**config.mk**
```make
export PLATFORM = sky130hd
export DESIGN_NAME = rlp_stream_decoder_unit_flat
export DESIGN_NICKNAME = d
export VERILOG_FILES = /design/src/hdl/rlp_pkg.sv /design/src/hdl/rlp_if.sv /design/src/hdl/rlp_stack_cell.sv /design/src/hdl/rlp_stream_decoder_unit.sv /design/src/flat_wrapper.sv
export SDC_FILE = /design/constraint.sdc
export NUM_CORES = 1
export LEC_CHECK = 0
export BUFFER_PORTS_ARGS = -buffer_cell sky130_fd_sc_hd__buf_4
export CAP_MARGIN = 30
export CORE_MARGIN = 5
export CORE_UTILIZATION = 30
export CTS_CLUSTER_DIAMETER = 60
export DETAILED_ROUTE_END_ITERATION = 8
export HOLD_SLACK_MARGIN = 0.05
export PLACE_DENSITY = 0.53
export SLEW_MARGIN = 20
export SYNTH_ARGS = -nofsm -noshare
export SYNTH_HDL_FRONTEND = slang
export SYNTH_SLANG_ARGS = --single-unit
```
**constraint.sdc**
```tcl
create_clock -name i_clk -period 8.4 [get_ports i_clk]
set_input_delay 2.52 -clock i_clk [delete_from_list [all_inputs] [get_ports i_clk]]
set_output_delay 2.52 -clock i_clk [all_outputs]
set_load 0.02 [all_outputs]
```
**src/hdl/rlp_pkg.sv**
```systemverilog
// Shared constants, codes and types for the RLP stream decoder.
`timescale 1ns / 1ps
`default_nettype none
package rlp_pkg;

    localparam int MAX_DEPTH     = 8;
    localparam int MAX_LEN_BYTES = 4;

    localparam int DEPTH_W = $clog2(MAX_DEPTH + 1);
    localparam int LCNT_W  = $clog2(MAX_LEN_BYTES + 1);

    // token events
    localparam logic [2:0] EV_SINGLE   = 3'd0;
    localparam logic [2:0] EV_STR_HDR  = 3'd1;
    localparam logic [2:0] EV_LIST_HDR = 3'd2;
    localparam logic [2:0] EV_LEN_BYTE = 3'd3;
    localparam logic [2:0] EV_PAYLOAD  = 3'd4;
    localparam logic [2:0] EV_ERROR    = 3'd5;

    // error codes
    localparam logic [1:0] ERR_NONE    = 2'd0;
    localparam logic [1:0] ERR_DEEP    = 2'd1;
    localparam logic [1:0] ERR_WIDE    = 2'd2;
    localparam logic [1:0] ERR_OVERRUN = 2'd3;

    // parser states
    localparam logic [1:0] MODE_PREFIX  = 2'd0;
    localparam logic [1:0] MODE_LENGTH  = 2'd1;
    localparam logic [1:0] MODE_PAYLOAD = 2'd2;

    // prefix boundaries
    localparam logic [7:0] PFX_STR_SHORT  = 8'h80;
    localparam logic [7:0] PFX_STR_LONG   = 8'hb8;
    localparam logic [7:0] PFX_LIST_SHORT = 8'hc0;
    localparam logic [7:0] PFX_LIST_LONG  = 8'hf8;
    localparam logic [7:0] PFX_STR_BASE   = 8'hb7;
    localparam logic [7:0] PFX_LIST_BASE  = 8'hf7;

    // broadcast from the parser to every stack cell
    typedef struct packed {
        logic [31:0]        pos;
        logic               push;
        logic [31:0]        push_end;
        logic [DEPTH_W-1:0] depth;
    } t_cell_ctl;

    // handed from one cell to the cell below it
    typedef struct packed {
        logic               close;
        logic [DEPTH_W-1:0] closed;
        logic [31:0]        top_end;
    } t_cell_link;

endpackage
`default_nettype wire

```
**src/hdl/rlp_if.sv**
```systemverilog
// Valid/ready channel interfaces for the byte input and the token output.
`timescale 1ns / 1ps
`default_nettype none
interface rlp_byte_if;
    logic       valid;
    logic       ready;
    logic [7:0] data_byte;

    modport source (output valid, output data_byte, input ready);
    modport sink   (input valid, input data_byte, output ready);
endinterface

interface rlp_token_if;
    logic        valid;
    logic        ready;
    logic [2:0]  event_res;
    logic [7:0]  value_byte;
    logic [31:0] item_length;
    logic [3:0]  depth;
    logic [3:0]  lists_closed;
    logic        top_item_done;
    logic [1:0]  error_code;

    modport source (output valid, output event_res, output value_byte, output item_length,
                    output depth, output lists_closed, output top_item_done,
                    output error_code, input ready);
    modport sink   (input valid, input event_res, input value_byte, input item_length,
                    input depth, input lists_closed, input top_item_done,
                    input error_code, output ready);
endinterface
`default_nettype wire

```
**src/hdl/rlp_stack_cell.sv**
```systemverilog
// One level of the open-list stack: holds that list's end position and checks for closure.
`timescale 1ns / 1ps
`default_nettype none
module rlp_stack_cell
    import rlp_pkg::*;
(
    input  wire logic               i_clk,
    input  wire logic [DEPTH_W-1:0] i_level,
    input  wire t_cell_ctl          i_ctl,
    input  wire t_cell_link         i_link,
    output t_cell_link              o_link
);

    logic [31:0] r_end;
    logic        occupied;
    logic        is_top;
    logic        hit;

    always_comb begin
        occupied = i_level < i_ctl.depth;
        is_top   = occupied && ((i_level + DEPTH_W'(1)) == i_ctl.depth);
        // a level closes only if every level above it closes on this word too
        hit      = occupied && (r_end == i_ctl.pos) && (is_top || i_link.close);

        o_link.close   = hit;
        o_link.closed  = i_link.closed + {{(DEPTH_W-1){1'b0}}, hit};
        o_link.top_end = i_link.top_end | (is_top ? r_end : 32'd0);
    end

    always_ff @(posedge i_clk) begin
        if (i_ctl.push && (i_level == i_ctl.depth)) begin
            r_end <= i_ctl.push_end;
        end
    end

endmodule
`default_nettype wire

```
**src/hdl/rlp_stream_decoder_unit.sv**
```systemverilog
// RLP stream decoder: one byte in, one token out, at one byte per clock unless the output stalls.
// Each accepted byte yields exactly one token in the output register; a new
// byte is taken every cycle the output is free or being drained, so throughput is one byte
// per clock. The per-byte path is the prefix decode, the room check against the innermost
// open list (one 32-bit subtract and compare) and the closure ripple through the row of
// stack cells, one cell per nesting level (MAX_DEPTH cells). Errors are sticky: after the
// first one every byte gives an error token with the latched code and the depth at the time
// of the error, until reset.
`timescale 1ns / 1ps
`default_nettype none
module rlp_stream_decoder_unit
    import rlp_pkg::*;
(
    input  wire logic  i_clk,
    input  wire logic  i_rst_n,
    rlp_byte_if.sink   i_byte,
    rlp_token_if.source o_tok
);

    // parser state
    logic [1:0]         r_mode,         n_mode;
    logic [LCNT_W-1:0]  r_len_left,     n_len_left;
    logic [31:0]        r_accum,        n_accum;
    logic               r_pend_list,    n_pend_list;
    logic [31:0]        r_payload_left, n_payload_left;
    logic [DEPTH_W-1:0] r_depth,        n_depth;
    logic [31:0]        r_pos,          n_pos;
    logic               r_err,          n_err;
    logic [1:0]         r_err_code,     n_err_code;

    // output register
    logic        r_out_valid;
    logic [2:0]  r_ev;
    logic [7:0]  r_val;
    logic [31:0] r_len;
    logic [3:0]  r_odepth;
    logic [3:0]  r_closed;
    logic        r_top;
    logic [1:0]  r_ecode;

    logic               accept;
    logic [7:0]         b;
    logic [31:0]        room;
    logic [31:0]        acc_new;
    logic [31:0]        pl_dec;
    logic               hdr;
    logic               hdr_list;
    logic [31:0]        hdr_len;
    logic               lng;
    logic               lng_list;
    logic [3:0]         nb;
    logic               push_req;
    logic [1:0]         err;
    logic [2:0]         ev;
    logic [DEPTH_W-1:0] closed;
    logic               top_done;
    logic [3:0]         out_depth;
    t_cell_ctl          ctl;
    t_cell_link         link [MAX_DEPTH:0];

    assign i_byte.ready = !r_out_valid || o_tok.ready;
    assign accept       = i_byte.valid && i_byte.ready;
    assign b            = i_byte.data_byte;

    // stack cells, highest level first in the closure ripple
    assign link[MAX_DEPTH] = '0;

    generate
        for (genvar g = 0; g < MAX_DEPTH; g++) begin : g_cell
            rlp_stack_cell u_cell (
                .i_clk  (i_clk),
                .i_level(DEPTH_W'(g)),
                .i_ctl  (ctl),
                .i_link (link[g+1]),
                .o_link (link[g])
            );
        end
    endgenerate

    always_comb begin
        n_mode         = r_mode;
        n_len_left     = r_len_left;
        n_accum        = r_accum;
        n_pend_list    = r_pend_list;
        n_payload_left = r_payload_left;
        n_depth        = r_depth;
        n_pos          = r_pos;
        n_err          = r_err;
        n_err_code     = r_err_code;

        room     = (r_depth == '0) ? 32'hffff_ffff : (link[0].top_end - r_pos);
        acc_new  = {r_accum[23:0], b};
        pl_dec   = r_payload_left - {31'd0, (r_payload_left != 32'd0)};
        hdr      = 1'b0;
        hdr_list = 1'b0;
        hdr_len  = 32'd0;
        lng      = 1'b0;
        lng_list = 1'b0;
        nb       = 4'd0;
        push_req = 1'b0;
        err      = ERR_NONE;
        ev       = EV_SINGLE;
        closed   = '0;
        top_done = 1'b0;

        case (r_mode)
            MODE_LENGTH: begin
                if (r_accum[31:24] != 8'd0) begin
                    err = ERR_WIDE;
                end else begin
                    n_accum = acc_new;
                    if (r_len_left <= LCNT_W'(1)) begin
                        n_len_left = '0;
                        ev         = r_pend_list ? EV_LIST_HDR : EV_STR_HDR;
                        hdr        = 1'b1;
                        hdr_list   = r_pend_list;
                        hdr_len    = acc_new;
                    end else begin
                        n_len_left = r_len_left - LCNT_W'(1);
                        ev         = EV_LEN_BYTE;
                    end
                end
            end
            MODE_PAYLOAD: begin
                ev             = EV_PAYLOAD;
                n_payload_left = pl_dec;
                if (pl_dec == 32'd0) begin
                    n_mode = MODE_PREFIX;
                end
            end
            default: begin
                n_mode = MODE_PREFIX;
                if (b < PFX_STR_SHORT) begin
                    ev = EV_SINGLE;
                end else if (b < PFX_STR_LONG) begin
                    ev      = EV_STR_HDR;
                    hdr     = 1'b1;
                    hdr_len = 32'(b - PFX_STR_SHORT);
                end else if (b < PFX_LIST_SHORT) begin
                    ev  = EV_LEN_BYTE;
                    lng = 1'b1;
                    nb  = 4'(b - PFX_STR_BASE);
                end else if (b < PFX_LIST_LONG) begin
                    ev       = EV_LIST_HDR;
                    hdr      = 1'b1;
                    hdr_list = 1'b1;
                    hdr_len  = 32'(b - PFX_LIST_SHORT);
                end else begin
                    ev       = EV_LEN_BYTE;
                    lng      = 1'b1;
                    lng_list = 1'b1;
                    nb       = 4'(b - PFX_LIST_BASE);
                end
            end
        endcase

        if (hdr) begin
            if (hdr_len > room) begin
                err = ERR_OVERRUN;
            end else if (hdr_list) begin
                if (hdr_len != 32'd0) begin
                    if (r_depth >= DEPTH_W'(MAX_DEPTH)) begin
                        err = ERR_DEEP;
                    end else begin
                        push_req = 1'b1;
                    end
                end
                n_mode = MODE_PREFIX;
            end else if (hdr_len != 32'd0) begin
                n_mode         = MODE_PAYLOAD;
                n_payload_left = hdr_len;
            end else begin
                n_mode = MODE_PREFIX;
            end
        end

        if (lng) begin
            if (nb > 4'(MAX_LEN_BYTES)) begin
                err = ERR_WIDE;
            end else if ({28'd0, nb} > room) begin
                err = ERR_OVERRUN;
            end else begin
                n_mode      = MODE_LENGTH;
                n_len_left  = LCNT_W'(nb);
                n_accum     = 32'd0;
                n_pend_list = lng_list;
            end
        end

        if (err != ERR_NONE) begin
            n_err      = 1'b1;
            n_err_code = err;
        end else begin
            n_pos = r_pos + 32'd1;
            // a freshly opened list ends past this word, so nothing closes with a push
            if (push_req) begin
                n_depth = r_depth + DEPTH_W'(1);
            end else begin
                closed  = link[0].closed;
                n_depth = r_depth - link[0].closed;
            end
            top_done = (n_mode == MODE_PREFIX) && (n_depth == '0);
        end

        out_depth = 4'(n_depth);

        ctl.pos      = r_pos;
        ctl.push     = accept && !r_err && push_req && (err == ERR_NONE);
        ctl.push_end = r_pos + hdr_len;
        ctl.depth    = r_depth;
    end

    always_ff @(posedge i_clk) begin
        if (!i_rst_n) begin
            r_mode         <= MODE_PREFIX;
            r_len_left     <= '0;
            r_accum        <= 32'd0;
            r_pend_list    <= 1'b0;
            r_payload_left <= 32'd0;
            r_depth        <= '0;
            r_pos          <= 32'd0;
            r_err          <= 1'b0;
            r_err_code     <= ERR_NONE;
            r_out_valid    <= 1'b0;
        end else begin
            if (accept) begin
                r_out_valid <= 1'b1;
                if (!r_err) begin
                    r_mode         <= n_mode;
                    r_len_left     <= n_len_left;
                    r_accum        <= n_accum;
                    r_pend_list    <= n_pend_list;
                    r_payload_left <= n_payload_left;
                    r_depth        <= n_depth;
                    r_pos          <= n_pos;
                    r_err          <= n_err;
                    r_err_code     <= n_err_code;
                end
            end else if (o_tok.ready) begin
                r_out_valid <= 1'b0;
            end
        end
    end

    // token payload
    always_ff @(posedge i_clk) begin
        if (accept) begin
            r_val <= b;
            if (r_err) begin
                r_ev     <= EV_ERROR;
                r_len    <= 32'd0;
                r_odepth <= 4'(r_depth);
                r_closed <= 4'd0;
                r_top    <= 1'b0;
                r_ecode  <= r_err_code;
            end else if (err != ERR_NONE) begin
                r_ev     <= EV_ERROR;
                r_len    <= 32'd0;
                r_odepth <= 4'(r_depth);
                r_closed <= 4'd0;
                r_top    <= 1'b0;
                r_ecode  <= err;
            end else begin
                r_ev     <= ev;
                r_len    <= hdr ? hdr_len : 32'd0;
                r_odepth <= out_depth;
                r_closed <= 4'(closed);
                r_top    <= top_done;
                r_ecode  <= ERR_NONE;
            end
        end
    end

    assign o_tok.valid         = r_out_valid;
    assign o_tok.event_res     = r_ev;
    assign o_tok.value_byte    = r_val;
    assign o_tok.item_length   = r_len;
    assign o_tok.depth         = r_odepth;
    assign o_tok.lists_closed  = r_closed;
    assign o_tok.top_item_done = r_top;
    assign o_tok.error_code    = r_ecode;

    a_depth_bound: assert property (@(posedge i_clk) disable iff (!i_rst_n)
        r_depth <= DEPTH_W'(MAX_DEPTH))
        else $error("open list count beyond stack size");

    a_err_sticky: assert property (@(posedge i_clk) disable iff (!i_rst_n)
        r_err |=> r_err)
        else $error("latched error cleared without reset");

    a_err_frozen: assert property (@(posedge i_clk) disable iff (!i_rst_n)
        r_err |=> $stable(r_pos) && $stable(r_depth) && $stable(r_err_code))
        else $error("parser state moved after an error");

    a_err_token_code: assert property (@(posedge i_clk) disable iff (!i_rst_n)
        (r_out_valid && (r_ev == EV_ERROR)) |-> (r_ecode != ERR_NONE))
        else $error("error token without an error code");

    // outside an error, the length state always has length bytes left to read
    a_len_count: assert property (@(posedge i_clk) disable iff (!i_rst_n)
        (!r_err && (r_mode == MODE_LENGTH)) |-> (r_len_left != '0))
        else $error("length state with no length bytes left");

endmodule
`default_nettype wire
```
**src/flat_wrapper.sv**
```systemverilog
// flat-port wrapper written by rule: the top's interface ports become plain ports
module rlp_stream_decoder_unit_flat import rlp_pkg::*;
  (i_clk, i_rst_n, i_byte_valid, i_byte_data_byte, i_byte_ready, o_tok_valid, o_tok_event_res, o_tok_value_byte, o_tok_item_length, o_tok_depth, o_tok_lists_closed, o_tok_top_item_done, o_tok_error_code, o_tok_ready);
  rlp_byte_if i_byte_i ();
  rlp_token_if o_tok_i ();
  input  wire logic i_clk;
  input  wire logic i_rst_n;
  input wire logic [$bits(i_byte_i.valid)-1:0] i_byte_valid;
  input wire logic [$bits(i_byte_i.data_byte)-1:0] i_byte_data_byte;
  output wire logic [$bits(i_byte_i.ready)-1:0] i_byte_ready;
  output wire logic [$bits(o_tok_i.valid)-1:0] o_tok_valid;
  output wire logic [$bits(o_tok_i.event_res)-1:0] o_tok_event_res;
  output wire logic [$bits(o_tok_i.value_byte)-1:0] o_tok_value_byte;
  output wire logic [$bits(o_tok_i.item_length)-1:0] o_tok_item_length;
  output wire logic [$bits(o_tok_i.depth)-1:0] o_tok_depth;
  output wire logic [$bits(o_tok_i.lists_closed)-1:0] o_tok_lists_closed;
  output wire logic [$bits(o_tok_i.top_item_done)-1:0] o_tok_top_item_done;
  output wire logic [$bits(o_tok_i.error_code)-1:0] o_tok_error_code;
  input wire logic [$bits(o_tok_i.ready)-1:0] o_tok_ready;
  assign i_byte_i.valid = i_byte_valid;
  assign i_byte_i.data_byte = i_byte_data_byte;
  assign i_byte_ready = i_byte_i.ready;
  assign o_tok_valid = o_tok_i.valid;
  assign o_tok_event_res = o_tok_i.event_res;
  assign o_tok_value_byte = o_tok_i.value_byte;
  assign o_tok_item_length = o_tok_i.item_length;
  assign o_tok_depth = o_tok_i.depth;
  assign o_tok_lists_closed = o_tok_i.lists_closed;
  assign o_tok_top_item_done = o_tok_i.top_item_done;
  assign o_tok_error_code = o_tok_i.error_code;
  assign o_tok_i.ready = o_tok_ready;
  rlp_stream_decoder_unit u_core (.i_clk(i_clk), .i_rst_n(i_rst_n), .i_byte(i_byte_i), .o_tok(o_tok_i));
endmodule
```
Word level (Yosys, flattened, before mapping)
Index checks and enable logic that the tools add are counted.
{ "classes": {"n_addsub": 18, "magnitude_cmp": 17, "eq_ne": 18, "muxes": 101, "n_bitwise": 12, "reduce_logical": 65} }
{ "ops": {"columns": ["operator", "n"], "rows": [
  ["$mux 32", 25],
  ["$eq 32x32->1", 8],
  ["$or 32x32->32", 7],
  ["$pmux 32 s2", 1],
  ["$reduce_bool 32->1", 2],
  ["$mux 2", 21],
  ["$mux 4", 10],
  ["$logic_and 1x1->1", 37],
  ["$mux 3", 11],
  ["$add 32x1->32 const B", 1],
  ["$add 32x32->32", 1],
  ["$gt 32x32->1", 1],
  ["$gt 4x32->1", 1],
  ["$logic_not 32->1", 1],
  ["$lt 8x8->1 const B", 4],
  ["$sub 32x1->32", 1],
  ["$sub 32x32->32", 1],
  ["$mux 1", 29],
  ["$sub 8x8->9 const B", 2],
  ["$add 4x1->4", 4],
  ["$eq 3x4->1 const A", 4],
  ["$lt 3x4->1 const A", 4],
  ["$eq 2x4->1 const A", 2],
  ["$logic_not 4->1", 2],
  ["30 further kinds", 51]
]} }
{ "totals": {"ff_bits": 420, "in_bits": 12, "output_inout_bits": 56, "elab_cells": 256} }

Longest topological paths before layout
{ "logic_depth": {"depth_word": 24, "mapped_depth": 32, "ltp_nobuf": 29} }

Hierarchy
From an unflattened synthesis, not the netlist that was laid out.
{ "unflattened": {"cells_unflattened": 2825, "hier_area_um2": 27906.8} }
{ "by_module_without_submodules": {"columns": ["mod", "n_inst", "cells_each", "area_each_um2", "seq_area_each_um2"], "rows": [
  ["rlp_stack_cell", 8, 141, 1831.8, 960.9],
  ["rlp_stream_decoder_unit", 1, 1697, 13252.7, 3823.7]
]} }

Worst setup path before layout
No wires, ideal clock.
{ "synth_path": {"kind": "input to register", "from": "input i_byte_data_byte[6]", "to": "register u_core.g_cell[1].u_cell.r_end[0] (enable)", "setup_time_ns": 0.392, "arrival_ns": 6.956, "t_required_ns": 8.008, "slack_ns": 1.052, "path_stages": 19, "n_path_buf": 3, "cell_sequence": "ha_1 > nor3b_1 > clkbuf_1 > a21oi_1 > inv_1 > ha_1 > a21o_1 > a21o_1 > a211oi_1 > o21ai_0 > a211oi_1 > o22ai_1 > nand2_1 > nand2_1 > or3_1 > clkbuf_1 > buf_2 > nor2_1 > and3_1"} }
{ "synth_via": {"elab_chain_cells": 17, "word_cells_on_any_way": 50, "cone_classes": "2 x add/sub; 7 x order compare; 36 x mux; 5 x reduce/logical"} }
{ "synth_rtl": {"columns": ["element", "line_no", "source"], "rows": [
  ["from (decl)", "flat_wrapper.sv:9", "input wire logic [$bits(i_byte_i.data_byte)-1:0] i_byte_data_byte;"],
  ["$sub 8x8->9 or $lt 8x8->1 (tied branches)", "rlp_stream_decoder_unit.sv:147, rlp_stream_decoder_unit.sv:143", null],
  ["$mux 32", "rlp_stream_decoder_unit.sv:143", "end else if (b < PFX_LIST_LONG) begin"],
  ["$mux 32", "rlp_stream_decoder_unit.sv:139", "end else if (b < PFX_LIST_SHORT) begin"],
  ["$mux 32", "rlp_stream_decoder_unit.sv:135", "end else if (b < PFX_STR_LONG) begin"],
  ["$mux 32 (*)", "rlp_stream_decoder_unit.sv:133", "if (b < PFX_STR_SHORT) begin"],
  ["$pmux 32 s2 (*)", "rlp_stream_decoder_unit.sv:106", "case (r_mode)"],
  ["named net u_core.hdr_len[25]", "rlp_stream_decoder_unit.sv:48", "logic [31:0] hdr_len;"],
  ["parallel branches: the longest is 9 deep, another holds $gt 32x32->1", null, null],
  ["$logic_and 1x1->1 (*)", "rlp_stream_decoder_unit.sv:208", "ctl.push = accept && !r_err && push_req && (err == ERR_NONE);"],
  ["$logic_and 1x1->1 (*)", "rlp_stack_cell.sv:31", "if (i_ctl.push && (i_level == i_ctl.depth)) begin"],
  ["to (signal assigned)", "rlp_stack_cell.sv:32", "r_end <= i_ctl.push_end;"],
  ["to (decl)", "rlp_stack_cell.sv:14", "logic [31:0] r_end;"]
]} }
Mark *: on every way through the listed nets, which the timed path passes.
A chain may end at the register's enable or synchronous reset.

Worst setup path in the final report
{ "layout_path": {"from": "register u_core.r_depth[3]", "to": "register u_core.r_top, in the netlist u_core.o_tok.top_item_done, data pin"} }
{ "layout_via": {"elab_chain_cells": 23, "word_cells_on_any_way": 102, "cone_classes": "10 x add/sub; 11 x order compare; 8 x eq/ne; 29 x mux; 7 x bitwise; 37 x reduce/logical"} }
{ "layout_rtl": {"columns": ["element", "line_no", "source"], "rows": [
  ["from (decl)", "rlp_stream_decoder_unit.sv:26", "logic [DEPTH_W-1:0] r_depth, n_depth;"],
  ["from (signal assigned)", "rlp_stream_decoder_unit.sv:234", "r_depth <= n_depth;"],
  ["parallel branches: the longest is 23 deep, another holds $lt 3x4->1", null, null],
  ["to (signal assigned)", "rlp_stream_decoder_unit.sv:268", "r_top <= top_done;"],
  ["to (decl)", "rlp_stream_decoder_unit.sv:38", "logic r_top;"]
]} }
Several ways; the timed one is not identified. The select of a mux whose other input is x is not followed.

==> qor.csv <==
metric,value,unit
critical path arrival,8360,ps
Worst Path Required,8790,ps
WL per Instance,26.8,µm
"Reg clk slew, reported paths",60,ps
Worst path most repeated cell,buf_4,
final setup fails,0,
initial core utilization,0.301,
final WL,104000,µm
Cell Rows,107,
crit path from,u_core.r_depth[3]$_SDFFE_PN0P_,
net load switching power,1.64,mW
multi-input logic area,13200,µm²
Vias per Instance,5.64,
Via Count,21861,
RSZ-0062 raised after global routing,false,
Reg area,11500,µm²
Worst Hold Class,register to register,
CP Launch Type,register,
Critical Path Sink Type,register,
ys async rst share,0,
Crit Path Class,register to register,
Peak Freq,126,MHz
Max Slew Vio Count,0,
Die Y,302,µm
post-synthesis sequential area ratio,0.449,
max cap viols,0,
Tcrit/Tclk final,0.949,
skew final,54.7,ps
Final ANT Viol Nets,0,
clock power share,0.421,
Combinational Power Share,0.168,
Worst-Margin Slew,1050,ps
# fillers,8522,
P_leak,11.1,nW
Die ar.,91400,µm²
Final Hold Violating Endpoints,0,
CTS tree,done,
area delta synth->final,17.4,%
most frequent cells in the layout,"edfxtp_1, xnor2_1, nand2_1",
Non-Filler Instances,3873,
setup ws final,432,ps
"Hold-fix buffers, CTS",0,
Root Buffer,clkbuf_16,
syn_area_per_cell,9.89,µm²
"EDFF count, synth",310,
violation count after the first detailed-route iteration,2304,
largest net degree at the start of global routing,65,
share of layout cells above drive strength 1,0.134,
Synth Net Count,2730,
Sw Ratio,0.293,
Num CTS Buffers,53,
Die X,302,µm
"commonest non-fill, non-tap cell in the layout",edfxtp_1,
pre-CTS setup slack,257,ps
GP Congestion,0.997,
Synthesis Warnings,0,
clk buf depth,3,
PD cells,187,nW/µm²
"Slowest-stage cell, CP",ha_1,
dpl cells,3765,
"Largest stage delay, worst path",570,ps
clk_lat worst skew,640,ps
total grt overflow,0,
Syn Std Cell Area,25600,µm²
most common flop cell mapped by yosys,edfxtp_1,
Core Area,85000,µm²
peak supply drop,164,µV
Worst Path Max Fanout,23,
Reg2Reg Launch Point,u_core.r_depth[3]$_SDFFE_PN0P_,
clock sinks,420,
drt first pass iters,6,
hold path startpoint,u_core.r_accum[31]$_SDFFE_PN0P_,
input/output buffers,67,
initial antenna violation count,1,
setup TNS,0,ps
I/O pin cnt,68,
internal power,3.97,mW
vias in the first global route,21231,
final net count,2821,
Post-route DRC,0,
minimum clock period,7970,ps
status,"finished, final reports clean",
register bit total from synthesis,420,
htree depth,2,
number of distinct library cells after synthesis,81,
first-pass GRT wire length,148000,µm
Post-Syn Instances,2592,
Reg power frac,0.411,
HPWL Detailed,80300,µm
total track usage,0.219,
slew margin rel.,0.295,
==> power groups by stage <==
stage	clock network [mW]	logic, mW	registers [mW]
after floorplan	0	0.610	2.36
after global placement	0	0.918	2.35
after detailed placement	0	0.925	2.35
after CTS	2.41	0.929	2.31
after global routing	2.49	1.02	2.31
final	2.36	0.943	2.31
==> path summary, 6_finish.rpt <==
check             cells past startpoint  slack (ps)                                        to
hold / removal                        2         480           u_core.r_accum[31]$_SDFFE_PN0P_
setup / recovery                     30         430  u_core.o_tok.top_item_done$_SDFFCE_PP0P_
hold reg to reg                       2         480           u_core.r_accum[31]$_SDFFE_PN0P_
setup reg to reg                     30         430  u_core.o_tok.top_item_done$_SDFFCE_PP0P_
==> sequential cells by signal, summed over array words and instances, names as in the netlist, 4 cells and up <==
signal,count
u_core.g_cell.u_cell.r_end,256
u_core.o_tok.item_length,32
u_core.r_accum,32
u_core.r_payload_left,32
u_core.r_pos,32
u_core.o_tok.value_byte,8
u_core.o_tok.depth,4
u_core.o_tok.lists_closed,4
u_core.r_depth,4
==> cells in the mapped netlist (75+ instances only) <==
cell type	count	area share
edfxtp_1	310	0.36
ha_1	119	0.058
clkbuf_1	117	0.017
xnor2_1	202	0.069
a21oi_1	172	0.034
xor2_1	128	0.044
nand4_1	104	0.025
nand2_1	186	0.027
nand3_1	75	0.015
nor2_1	155	0.023
dfxtp_1	110	0.086
inv_1	99	0.015
a22oi_1	120	0.035
==> critical path: cells and delay by family (launching register included) <==
kind | cells | cell delay, ps
AO/OA/AOI/OAI | 11 | 2860
AND/OR/NAND/NOR | 10 | 1980
adder cells (fa/ha/maj) | 3 | 1160
buffers and inverters | 5 | 1020
flip-flops | 1 | 440
XOR/XNOR | 1 | 200
==> metal layers <==
layer	up-vias	wire length, µm	GRT usage
met1	10807	42600	0.285
met4	2	5080	0.0890
met5	-	7	0
met2	1031	48700	0.366
li1	9817	-	-
met3	204	7540	0.0317
==> repair_timing <==
item                       in CTS  in global routing
setup endpoints to repair       0                 11
setup buffers                   0                  3
resized for setup               0                  4
==> through the flow <==
step	cell area [µm²]	power (mW)	utilization	hold slack (ps)
6_report	30100	5.61	0.354	476
4_1_cts	30000	5.64	0.353	476
5_1_grt	30100	5.82	0.354	497
3_3_place_gp	28200	3.27	0.331	455
2_1_floorplan	25600	2.97	-	437
3_5_place_dp	28200	3.28	0.332	465
==> layout make-up <==
class / count / area share
clock inverters: 36 / 0.0139
flip-flops and latches: 420 / 0.383
diodes: 1 / 0.0000832
multi-input cells: 1908 / 0.439
inverters: 99 / 0.0124
repair buffers: 201 / 0.0578
clock buffers: 64 / 0.0465
well taps: 1144 / 0.0476
==> logic make-up after synthesis <==
group,after synthesis,share of synthesized area
xor gates and xnor gates,331,0.113
muxes,22,0.00898
and+or+nand+nor,843,0.170
AOI/OAI and AO/OA,586,0.153
buffers and inverters,264,0.0412
DFF,420,0.449
adders and majority gates,126,0.0636
No activity file was read; power rests on OpenSTA's default activity.
